## config.mk

```make
export PLATFORM = sky130hd
export DESIGN_NAME = sha1_message_digest
export DESIGN_NICKNAME = d
export VERILOG_FILES = /design/src/rtl/sha1md_pkg.sv /design/src/rtl/sha1_message_digest.sv /design/src/rtl/sha1md_queue.sv /design/src/rtl/sha1md_front.sv /design/src/rtl/sha1md_core.sv
export SDC_FILE = /design/constraint.sdc
export NUM_CORES = 2
export LEC_CHECK = 0
export ABC_CLOCK_PERIOD_IN_PS = 25300
export BUFFER_PORTS_ARGS = -buffer_cell sky130_fd_sc_hd__buf_4
export CORE_ASPECT_RATIO = 0.8
export CORE_MARGIN = 2
export CORE_UTILIZATION = 65
export CTS_CLUSTER_DIAMETER = 120
export DETAILED_ROUTE_END_ITERATION = 8
export PLACE_DENSITY = 0.88
export SETUP_SLACK_MARGIN = 0.4
export SYNTH_ARGS = -nofsm -noshare
export SYNTH_HDL_FRONTEND = slang
export SYNTH_SLANG_ARGS = --single-unit
```

## constraint.sdc

```tcl
create_clock -name clk -period 25.3 [get_ports clk]
set_input_delay 6.325 -clock clk [delete_from_list [all_inputs] [get_ports clk]]
set_output_delay 6.325 -clock clk [all_outputs]
set_load 0.01 [all_outputs]
```

## src/rtl/sha1md_pkg.sv

```systemverilog
// ----------------------------------------------------------------------------
// sha1md_pkg
// Shared types and constants of the SHA-1 message digest block.
// ----------------------------------------------------------------------------
`default_nettype none

package sha1md_pkg;

  typedef logic [31:0] word_t;

  // One classified input transaction as it travels from front to back.
  typedef struct packed {
    logic [7:0] data_byte;
    logic       has_byte;
    logic       end_of_message;
  } cmd_t;

  // Back-end sequencer states.
  typedef enum logic [2:0] {
    ST_IDLE,
    ST_PAD,
    ST_LEN,
    ST_ROUND,
    ST_FOLD,
    ST_OUT
  } state_t;

  localparam int QUEUE_DEPTH_DEF = 4;

  localparam int    DIGEST_WORDS = 5;
  localparam word_t H_INIT [DIGEST_WORDS] = '{
    32'h67452301, 32'hefcdab89, 32'h98badcfe, 32'h10325476, 32'hc3d2e1f0
  };

  localparam word_t K_0 = 32'h5a827999;
  localparam word_t K_1 = 32'h6ed9eba1;
  localparam word_t K_2 = 32'h8f1bbcdc;
  localparam word_t K_3 = 32'hca62c1d6;

  localparam logic [7:0] PAD_MARK = 8'h80;

  localparam logic [6:0] LAST_ROUND  = 7'd79;
  localparam logic [5:0] LEN_OFFSET  = 6'd56;
  localparam logic [5:0] BLOCK_LAST  = 6'd63;
  localparam logic [2:0] LAST_INDEX  = 3'd4;

endpackage

`default_nettype wire

```

## src/rtl/sha1_message_digest.sv

```systemverilog
// ----------------------------------------------------------------------------
// sha1_message_digest
// SHA-1 over a byte stream, one byte per input transaction.
// ----------------------------------------------------------------------------
// Usage: each input transaction carries one message byte (in_has_byte) and
// an end mark (in_end_of_message); a transaction with neither is dropped.
// The end mark closes the message: padding and the bit length are added and
// five output transactions follow, digest word 0 first, out_last_word on 4.
// A front register and a command queue take input while the back end works.
// The back end packs bytes into the schedule window and, once a 64-byte
// block is full, runs its 80 rounds on one round unit and then folds the
// result into the chaining state; it pops no bytes from the queue meanwhile.
// Closing a message adds the pad mark and zero bytes (up to 64 pad bytes),
// the two length words and, where needed, an extra block, then the digest.
// When the receiver stalls, the current digest word holds and the queue
// fills; then in_ready falls. Synchronous reset restores the initial
// chaining values and clears all counters; no clearing pass is needed.
// ----------------------------------------------------------------------------
`default_nettype none

module sha1_message_digest
  import sha1md_pkg::*;
#(
  parameter int QUEUE_DEPTH = QUEUE_DEPTH_DEF
) (
  input  wire         clk,
  input  wire         rst_n,
  input  wire         in_valid,
  output logic        in_ready,
  input  wire  [7:0]  in_data_byte,
  input  wire         in_has_byte,
  input  wire         in_end_of_message,
  output logic        out_valid,
  input  wire         out_ready,
  output logic [31:0] out_digest_word,
  output logic [2:0]  out_word_index,
  output logic        out_last_word
);

  logic push;
  cmd_t push_cmd;
  logic full;
  logic pop;
  cmd_t head_cmd;
  logic empty;

  sha1md_front u_front (
    .clk               (clk),
    .rst_n             (rst_n),
    .in_valid          (in_valid),
    .in_ready          (in_ready),
    .in_data_byte      (in_data_byte),
    .in_has_byte       (in_has_byte),
    .in_end_of_message (in_end_of_message),
    .push              (push),
    .push_cmd          (push_cmd),
    .full              (full)
  );

  sha1md_queue #(
    .QUEUE_DEPTH (QUEUE_DEPTH)
  ) u_queue (
    .clk      (clk),
    .rst_n    (rst_n),
    .push     (push),
    .push_cmd (push_cmd),
    .full     (full),
    .pop      (pop),
    .head_cmd (head_cmd),
    .empty    (empty)
  );

  sha1md_core u_core (
    .clk             (clk),
    .rst_n           (rst_n),
    .head_cmd        (head_cmd),
    .empty           (empty),
    .pop             (pop),
    .out_valid       (out_valid),
    .out_ready       (out_ready),
    .out_digest_word (out_digest_word),
    .out_word_index  (out_word_index),
    .out_last_word   (out_last_word)
  );

endmodule

`default_nettype wire

```

## src/rtl/sha1md_queue.sv

```systemverilog
// ----------------------------------------------------------------------------
// sha1md_queue
// Short first-in first-out queue of commands between front and back.
// ----------------------------------------------------------------------------
`default_nettype none

module sha1md_queue
  import sha1md_pkg::*;
#(
  parameter int QUEUE_DEPTH = QUEUE_DEPTH_DEF
) (
  input  wire  clk,
  input  wire  rst_n,
  input  wire  push,
  input  cmd_t push_cmd,
  output logic full,
  input  wire  pop,
  output cmd_t head_cmd,
  output logic empty
);

  localparam int AW = (QUEUE_DEPTH > 1) ? $clog2(QUEUE_DEPTH) : 1;

  cmd_t          slot_r [QUEUE_DEPTH];
  logic [AW-1:0] wr_ptr_r;
  logic [AW-1:0] rd_ptr_r;
  logic [AW:0]   count_r;

  assign full     = (count_r == (AW+1)'(QUEUE_DEPTH));
  assign empty    = (count_r == '0);
  assign head_cmd = slot_r[rd_ptr_r];

  // Storage is written at the tail only.
  always_ff @(posedge clk) begin
    if (push && !full) begin
      slot_r[wr_ptr_r] <= push_cmd;
    end
  end

  // Pointers and fill count.
  always_ff @(posedge clk) begin
    if (!rst_n) begin
      wr_ptr_r <= '0;
      rd_ptr_r <= '0;
      count_r  <= '0;
    end else begin
      if (push && !full) begin
        wr_ptr_r <= (wr_ptr_r == AW'(QUEUE_DEPTH - 1)) ? '0 : wr_ptr_r + 1'b1;
      end
      if (pop && !empty) begin
        rd_ptr_r <= (rd_ptr_r == AW'(QUEUE_DEPTH - 1)) ? '0 : rd_ptr_r + 1'b1;
      end
      case ({push && !full, pop && !empty})
        2'b10:   count_r <= count_r + 1'b1;
        2'b01:   count_r <= count_r - 1'b1;
        default: count_r <= count_r;
      endcase
    end
  end

endmodule

`default_nettype wire

```

## src/rtl/sha1md_front.sv

```systemverilog
// ----------------------------------------------------------------------------
// sha1md_front
// Input stage: registers transactions, drops empty ones, feeds the queue.
// ----------------------------------------------------------------------------
`default_nettype none

module sha1md_front
  import sha1md_pkg::*;
(
  input  wire        clk,
  input  wire        rst_n,
  input  wire        in_valid,
  output logic       in_ready,
  input  wire  [7:0] in_data_byte,
  input  wire        in_has_byte,
  input  wire        in_end_of_message,
  output logic       push,
  output cmd_t       push_cmd,
  input  wire        full
);

  logic hold_valid_r;
  cmd_t hold_r;
  logic accept;
  logic useful;

  // The stage takes a transaction when empty or when it drains this cycle.
  assign in_ready = !hold_valid_r || !full;
  assign accept   = in_valid && in_ready;
  // A transaction with neither byte nor end mark has no effect.
  assign useful   = in_has_byte || in_end_of_message;
  assign push     = hold_valid_r && !full;
  assign push_cmd = hold_r;

  always_ff @(posedge clk) begin
    if (!rst_n) begin
      hold_valid_r <= 1'b0;
    end else if (accept && useful) begin
      hold_valid_r <= 1'b1;
    end else if (push) begin
      hold_valid_r <= 1'b0;
    end
  end

  always_ff @(posedge clk) begin
    if (accept && useful) begin
      hold_r.data_byte      <= in_data_byte;
      hold_r.has_byte       <= in_has_byte;
      hold_r.end_of_message <= in_end_of_message;
    end
  end

endmodule

`default_nettype wire

```

## src/rtl/sha1md_core.sv

```systemverilog
// ----------------------------------------------------------------------------
// sha1md_core
// Back end: packs bytes, pads, runs 80 rounds per block, emits the digest.
// ----------------------------------------------------------------------------
`default_nettype none

module sha1md_core
  import sha1md_pkg::*;
(
  input  wire         clk,
  input  wire         rst_n,
  input  cmd_t        head_cmd,
  input  wire         empty,
  output logic        pop,
  output logic        out_valid,
  input  wire         out_ready,
  output logic [31:0] out_digest_word,
  output logic [2:0]  out_word_index,
  output logic        out_last_word
);

  state_t state_r, state_nxt;

  word_t        chain_r [DIGEST_WORDS];
  word_t        w_r [16];
  word_t        a_r, b_r, c_r, d_r, e_r;
  logic [6:0]   rnd_r;
  logic [5:0]   bib_r;
  logic [23:0]  acc_r;
  logic [60:0]  msg_bytes_r;
  logic         padding_r;
  logic         pad_first_r;
  logic         len_sel_r;
  logic         final_r;
  logic [2:0]   idx_r;

  logic         put_en;
  logic [7:0]   put_val;
  logic         count_en;
  logic         len_push;
  logic         round_en;
  logic         fold_en;
  logic         start_comp;
  logic         shift_en;
  word_t        shift_in;
  word_t        w_new;
  word_t        wt;
  word_t        f_val;
  word_t        k_val;
  word_t        tmp;
  word_t        len_word;
  logic [63:0]  bit_len;
  logic         out_done;

  // Next-state logic.
  always_comb begin
    state_nxt = state_r;
    unique case (state_r)
      ST_IDLE: begin
        if (!empty) begin
          if (head_cmd.has_byte && bib_r == BLOCK_LAST) begin
            state_nxt = ST_ROUND;
          end else if (head_cmd.end_of_message) begin
            state_nxt = ST_PAD;
          end
        end
      end
      ST_PAD: begin
        if (pad_first_r || bib_r != LEN_OFFSET) begin
          if (bib_r == BLOCK_LAST) begin
            state_nxt = ST_ROUND;
          end
        end else begin
          state_nxt = ST_LEN;
        end
      end
      ST_LEN: begin
        if (len_sel_r) begin
          state_nxt = ST_ROUND;
        end
      end
      ST_ROUND: begin
        if (rnd_r == LAST_ROUND) begin
          state_nxt = ST_FOLD;
        end
      end
      ST_FOLD: begin
        if (final_r) begin
          state_nxt = ST_OUT;
        end else if (padding_r) begin
          state_nxt = ST_PAD;
        end else begin
          state_nxt = ST_IDLE;
        end
      end
      ST_OUT: begin
        if (out_ready && idx_r == LAST_INDEX) begin
          state_nxt = ST_IDLE;
        end
      end
      default: state_nxt = ST_IDLE;
    endcase
  end

  // Output and control decode per state.
  always_comb begin
    pop       = 1'b0;
    put_en    = 1'b0;
    put_val   = head_cmd.data_byte;
    count_en  = 1'b0;
    len_push  = 1'b0;
    round_en  = 1'b0;
    fold_en   = 1'b0;
    out_valid = 1'b0;
    unique case (state_r)
      ST_IDLE: begin
        if (!empty) begin
          pop      = 1'b1;
          put_en   = head_cmd.has_byte;
          count_en = head_cmd.has_byte;
        end
      end
      ST_PAD: begin
        if (pad_first_r || bib_r != LEN_OFFSET) begin
          put_en  = 1'b1;
          put_val = pad_first_r ? PAD_MARK : 8'h00;
        end
      end
      ST_LEN:   len_push  = 1'b1;
      ST_ROUND: round_en  = 1'b1;
      ST_FOLD:  fold_en   = 1'b1;
      ST_OUT:   out_valid = 1'b1;
      default: ;
    endcase
  end

  assign out_done   = out_valid && out_ready && idx_r == LAST_INDEX;
  assign start_comp = (put_en && bib_r == BLOCK_LAST) || (len_push && len_sel_r);

  // Message length in bits, appended high word first.
  assign bit_len  = {msg_bytes_r, 3'b000};
  assign len_word = len_sel_r ? bit_len[31:0] : bit_len[63:32];

  // Schedule: the window holds the last 16 words, oldest at the front.
  assign w_new = {w_r[13][30:0] ^ w_r[8][30:0] ^ w_r[2][30:0] ^ w_r[0][30:0],
                  w_r[13][31] ^ w_r[8][31] ^ w_r[2][31] ^ w_r[0][31]};
  assign wt    = (rnd_r < 7'd16) ? w_r[0] : w_new;

  // Round function and constant by round group.
  always_comb begin
    if (rnd_r < 7'd20) begin
      f_val = (b_r & c_r) | (~b_r & d_r);
      k_val = K_0;
    end else if (rnd_r < 7'd40) begin
      f_val = b_r ^ c_r ^ d_r;
      k_val = K_1;
    end else if (rnd_r < 7'd60) begin
      f_val = (b_r & c_r) | (b_r & d_r) | (c_r & d_r);
      k_val = K_2;
    end else begin
      f_val = b_r ^ c_r ^ d_r;
      k_val = K_3;
    end
  end

  assign tmp = {a_r[26:0], a_r[31:27]} + f_val + e_r + k_val + wt;

  // Word entering the schedule window.
  assign shift_en = round_en || (put_en && bib_r[1:0] == 2'b11) || len_push;
  always_comb begin
    if (round_en) begin
      shift_in = wt;
    end else if (len_push) begin
      shift_in = len_word;
    end else begin
      shift_in = {acc_r, put_val};
    end
  end

  always_ff @(posedge clk) begin
    if (shift_en) begin
      for (int i = 0; i < 15; i++) begin
        w_r[i] <= w_r[i+1];
      end
      w_r[15] <= shift_in;
    end
    if (put_en) begin
      acc_r <= {acc_r[15:0], put_val};
    end
  end

  // Working variables.
  always_ff @(posedge clk) begin
    if (!rst_n) begin
      a_r <= '0;
      b_r <= '0;
      c_r <= '0;
      d_r <= '0;
      e_r <= '0;
    end else if (start_comp) begin
      a_r <= chain_r[0];
      b_r <= chain_r[1];
      c_r <= chain_r[2];
      d_r <= chain_r[3];
      e_r <= chain_r[4];
    end else if (round_en) begin
      a_r <= tmp;
      b_r <= a_r;
      c_r <= {b_r[1:0], b_r[31:2]};
      d_r <= c_r;
      e_r <= d_r;
    end
  end

  // Chaining state: folded after each block, restored after the digest.
  always_ff @(posedge clk) begin
    if (!rst_n || out_done) begin
      for (int i = 0; i < DIGEST_WORDS; i++) begin
        chain_r[i] <= H_INIT[i];
      end
    end else if (fold_en) begin
      chain_r[0] <= chain_r[0] + a_r;
      chain_r[1] <= chain_r[1] + b_r;
      chain_r[2] <= chain_r[2] + c_r;
      chain_r[3] <= chain_r[3] + d_r;
      chain_r[4] <= chain_r[4] + e_r;
    end
  end

  // Sequencer registers and counters.
  always_ff @(posedge clk) begin
    if (!rst_n) begin
      state_r     <= ST_IDLE;
      rnd_r       <= '0;
      bib_r       <= '0;
      msg_bytes_r <= '0;
      padding_r   <= 1'b0;
      pad_first_r <= 1'b0;
      len_sel_r   <= 1'b0;
      final_r     <= 1'b0;
      idx_r       <= '0;
    end else begin
      state_r <= state_nxt;
      if (start_comp) begin
        rnd_r <= '0;
      end else if (round_en) begin
        rnd_r <= (rnd_r == LAST_ROUND) ? '0 : rnd_r + 1'b1;
      end
      if (put_en) begin
        bib_r <= bib_r + 1'b1;
      end else if (len_push) begin
        bib_r <= bib_r + 6'd4;
      end
      if (count_en) begin
        msg_bytes_r <= msg_bytes_r + 1'b1;
      end else if (out_done) begin
        msg_bytes_r <= '0;
      end
      if (pop && head_cmd.end_of_message) begin
        padding_r   <= 1'b1;
        pad_first_r <= 1'b1;
      end else if (state_r == ST_PAD && put_en) begin
        pad_first_r <= 1'b0;
      end
      if (len_push) begin
        len_sel_r <= !len_sel_r;
        if (len_sel_r) begin
          final_r <= 1'b1;
        end
      end
      if (out_valid && out_ready) begin
        idx_r <= (idx_r == LAST_INDEX) ? '0 : idx_r + 1'b1;
      end
      if (out_done) begin
        padding_r <= 1'b0;
        final_r   <= 1'b0;
      end
    end
  end

  // Digest words are shown straight from the chaining registers.
  always_comb begin
    case (idx_r)
      3'd0:    out_digest_word = chain_r[0];
      3'd1:    out_digest_word = chain_r[1];
      3'd2:    out_digest_word = chain_r[2];
      3'd3:    out_digest_word = chain_r[3];
      default: out_digest_word = chain_r[4];
    endcase
  end

  assign out_word_index = idx_r;
  assign out_last_word  = (idx_r == LAST_INDEX);

endmodule

`default_nettype wire

```

==> results.md <==
Synth:
- The biggest area contributor in the post-synthesis netlist is edfxtp_1.
- The sequential area share after synthesis is 0.539.
- The Yosys step of the flow raised 0 warnings.
- Synthesis instantiated 82 different standard cells from the library.
- After technology mapping, the gate count stands at around 4400.
- The synthesized netlist occupies a cell area of 51000 sq um.
- Dividing the synthesized area by the synthesized cell count gives 11.5 sq um.
- In the synthesized netlist the async set-or-reset flop fraction comes to 0.
- The leading cell type by number of instances after synthesis is edfxtp_1.
- The synthesized net count is 4793.
- After synthesis the netlist holds a flip-flop and latch count of 1000.
- The most used flip-flop cell after synthesis is edfxtp_1.
- In the synthesized netlist, the cells that appear most often are edfxtp_1, nand2_1, nor2_1.
- The share of synthesized area in the top cell type comes to 0.439.
- The number of flops mapped to enable cells by yosys is 746.
- By area the synthesized netlist is led by edfxtp_1, dfxtp_1, ha_1.

STA:
- Dividing the final minimum period by the clock period gives 0.371.
- The post-layout minimum cycle time is 9.39 ns.
- The final-layout worst hold slack is 0.407 ns.
- The final number of max-transition violations is 0.
- The final worst slack is 15.91 ns.
- Static timing analysis puts the maximum clock frequency at 107 MHz.
- The final hold violation count came to 0.
- The setup violation total in the final timing report is 0.
- Clock skew on the completed layout was measured at 0.0437 ns.
- The measured slew at the worst slew-check pin is around 1.3 ns.
- The worst pin sits at a relative slew slack of 0.120.
- The setup TNS after final layout is 0 ns.
- Setup repair after global routing left no endpoint under its margin.

Routing:
- After detailed routing, the number of vias per cell comes to 6.59.
- Wires add up to 133 mm.
- For this block, the initial DRC count from the detailed router was 5308.
- The detailed router placed 36419 vias in this run.
- The antenna violation net count after detailed routing is 0.
- In the routed design, unresolved DRC markers number 0.
- After detailed routing, the average wire length per cell comes to 24.0 um.
- The detailed-router iteration count before antenna repair is 6.

Global route:
- The pin count of the biggest net entering global routing is 186.
- The via count of the first global-routing pass came to ~34000.
- The total track usage is 0.328.
- The initial antenna violation count is 3.
- The first-pass GRT wire length is 201 mm.
- Summed over all layers, the global routing overflow is 0.

Power and ir drop:
- Power spread over the standard cell area amounts to 83.6 nW/um^2.
- Across the VDD grid, the largest voltage drop is 77.1 uV.
- The leakage power is 0.0205 uW.

Worst setup path:
- The largest single stage delay on the critical path is 0.51 ns.
- The signal on the critical path passes through ha_1 -> ha_1 -> buf_4 -> a22oi_1 -> and3_1 -> a21oi_1 -> buf_4.
- The type of element capturing the critical path is an output pin.
- The critical path startpoint category is a flip-flop.
- The kind of critical path is flip-flop to output pin.
- STA puts the critical path data arrival time at 3.06 ns.
- On the critical path, the stage with the largest delay is an instance of buf_4.
- The required time of the critical path is 18.98 ns.
- The maximum net fanout on the critical path is 32.

Placement:
- The number of cells after detailed placement is 5351.
- At the end of routability-driven placement, the weighted congestion stood at roughly 1.0.
- The number of I/O port buffers is 51.
- Before CTS, the worst setup slack after placement is about 16 ns.
- The total half-perimeter wirelength after legalization and detailed placement is ~90 mm.

Clocking:
- TritonCTS built the clock tree.
- The clock sink total is 1000.
- Gates resized during post-CTS repair numbered 0.
- Buffers inserted to repair hold after CTS numbered 0.
- The clock latency reported for the late side of the worst-skew pair is 0.69 ns.
- The clock-pin slew reported for the worst setup and hold paths after clock tree synthesis is 0.06 ns.
- The clock tree buffer depth is 3.
- The CTS buffer count is 94.
- The H-tree depth is 3.
- The post-CTS setup buffer count is 0.
- The cell at the root of the clock tree is clkbuf_16.

Cells and area:
- The filler cells instantiated in the layout total 5036.
- The finished layout holds 5529 standard cells, fillers aside.
- The area of the multi-input gates is 22000 sq um.
- The area added between synthesis and finish is 8.87%.
- The final layout contains ~4800 nets.
- The proportion of layout cells with a drive suffix above 1 is 0.0595.
- Across the whole layout, storage elements account for ~27000 sq um.

Outcome:
- The flow ran to the end, and the final reports show no timing, DRC or antenna violations.

Floorplanning:
- The I/O pin count is 52.
- The die covers 80700 sq um.
- For this configuration, the core starts out at a cell density of 0.659.
- The initialized floorplan defines 91 standard-cell rows.
- The core area is approximately 77000 sq um.
- The height of the chip is 254 um.
- The die is 317 um wide.

Hold path:
- The class of the tightest hold or removal check is flip-flop to flip-flop.

Run:
- The number of maximum-capacitance violations is 0.
## final timing paths
path,from,endpoint,slack [ns],depth (start not counted)
max,u_core.out_word_index[1],out_digest_word[1],15.91,7
min,u_core.w_r[0][151],u_core.w_r[0][119],0.41,0
max reg2reg,u_core.rnd_r[4],u_core.a_r[31],17.52,22
min reg2reg,u_core.w_r[0][151],u_core.w_r[0][119],0.41,0
## layer usage
layer,up-vias,track usage,routed length (um)
li1,16235,-,-
met1,17591,0.479,54700
met2,2250,0.466,56000
met3,341,0.0990,17100
met4,2,0.114,5060
met5,-,0,12
## layout make-up
class	count	share of cell area
sequential	1000	0.495
multi-input combinational	3001	0.396
clock buffer	131	0.0467
tap	1023	0.0231
inverter	236	0.0160
timing repair buffer	91	0.0128
clock inverter	46	0.0104
antenna	1	0.0000451
## registers in the layout, indices dropped and copies added, names as in the netlist, 6 cells and up, named ones only
name                count
u_core.w_r            512
u_queue.slot_r         40
u_core.msg_bytes_r     61
u_core.b_r             32
u_core.acc_r           24
u_core.bib_r            6
u_core.e_r             32
u_front.push_cmd       10
u_core.rnd_r            7
u_core.chain_r        160
u_core.a_r             32
u_core.d_r             32
u_core.c_r             32
## metrics by stage
step / power [uW] / util / instance area [sq um]
after floorplan: 3050 / - / 51000
after global placement: 3130 / 0.677 / 52300
after detailed placement: 3180 / 0.677 / 52300
after CTS: 4630 / 0.718 / 55500
after global routing: 4810 / 0.718 / 55500
final: 4640 / 0.718 / 55500
## placed cells by master (no fill, tap or decap), types with 73 or more instances in the layout
cell type / netlist / routed
edfxtp_1: 746 / 746
nor2_1: 257 / 255
a21boi_0: 170 / 170
clkbuf_16: 0 / 95
nand3_1: 100 / 99
o21a_1: 97 / 97
fa_1: 125 / 125
ha_1: 236 / 236
a21o_1: 74 / 73
a22oi_1: 209 / 209
o21ai_0: 184 / 184
nor2b_1: 85 / 85
buf_4: 0 / 88
xnor2_1: 161 / 161
inv_1: 235 / 235
nand2_1: 398 / 396
xor2_1: 74 / 74
a21oi_1: 184 / 184
dfxtp_1: 254 / 252
## cell families after synthesis
family	synth area share
AOI/OAI and AO/OA	0.162
and+or+nand+nor	0.107
DFF	0.539
buffers and inverters	0.0313
adders and majority gates	0.107
xor gates and xnor gates	0.0404
muxes	0.0135
## power breakdown
part / switching (uW) / leakage [uW] / internal (uW) / total [uW]
combinational: 595 / 0.0102 / 301 / 896
sequential: 140 / 0.00875 / 2140 / 2280
clock: 639 / 0.00155 / 818 / 1460
total: 1370 / 0.0205 / 3260 / 4640
## worst max-delay path: cells and delay by family (launching register included)
kind            cells  cell delay [ns]
fa+ha+maj           2             0.34
simple gates        1             0.24
buf+inv             2             0.73
compound gates      2             0.63
flops               1             0.42
Note: power is estimated with default switching activity, not from simulation.
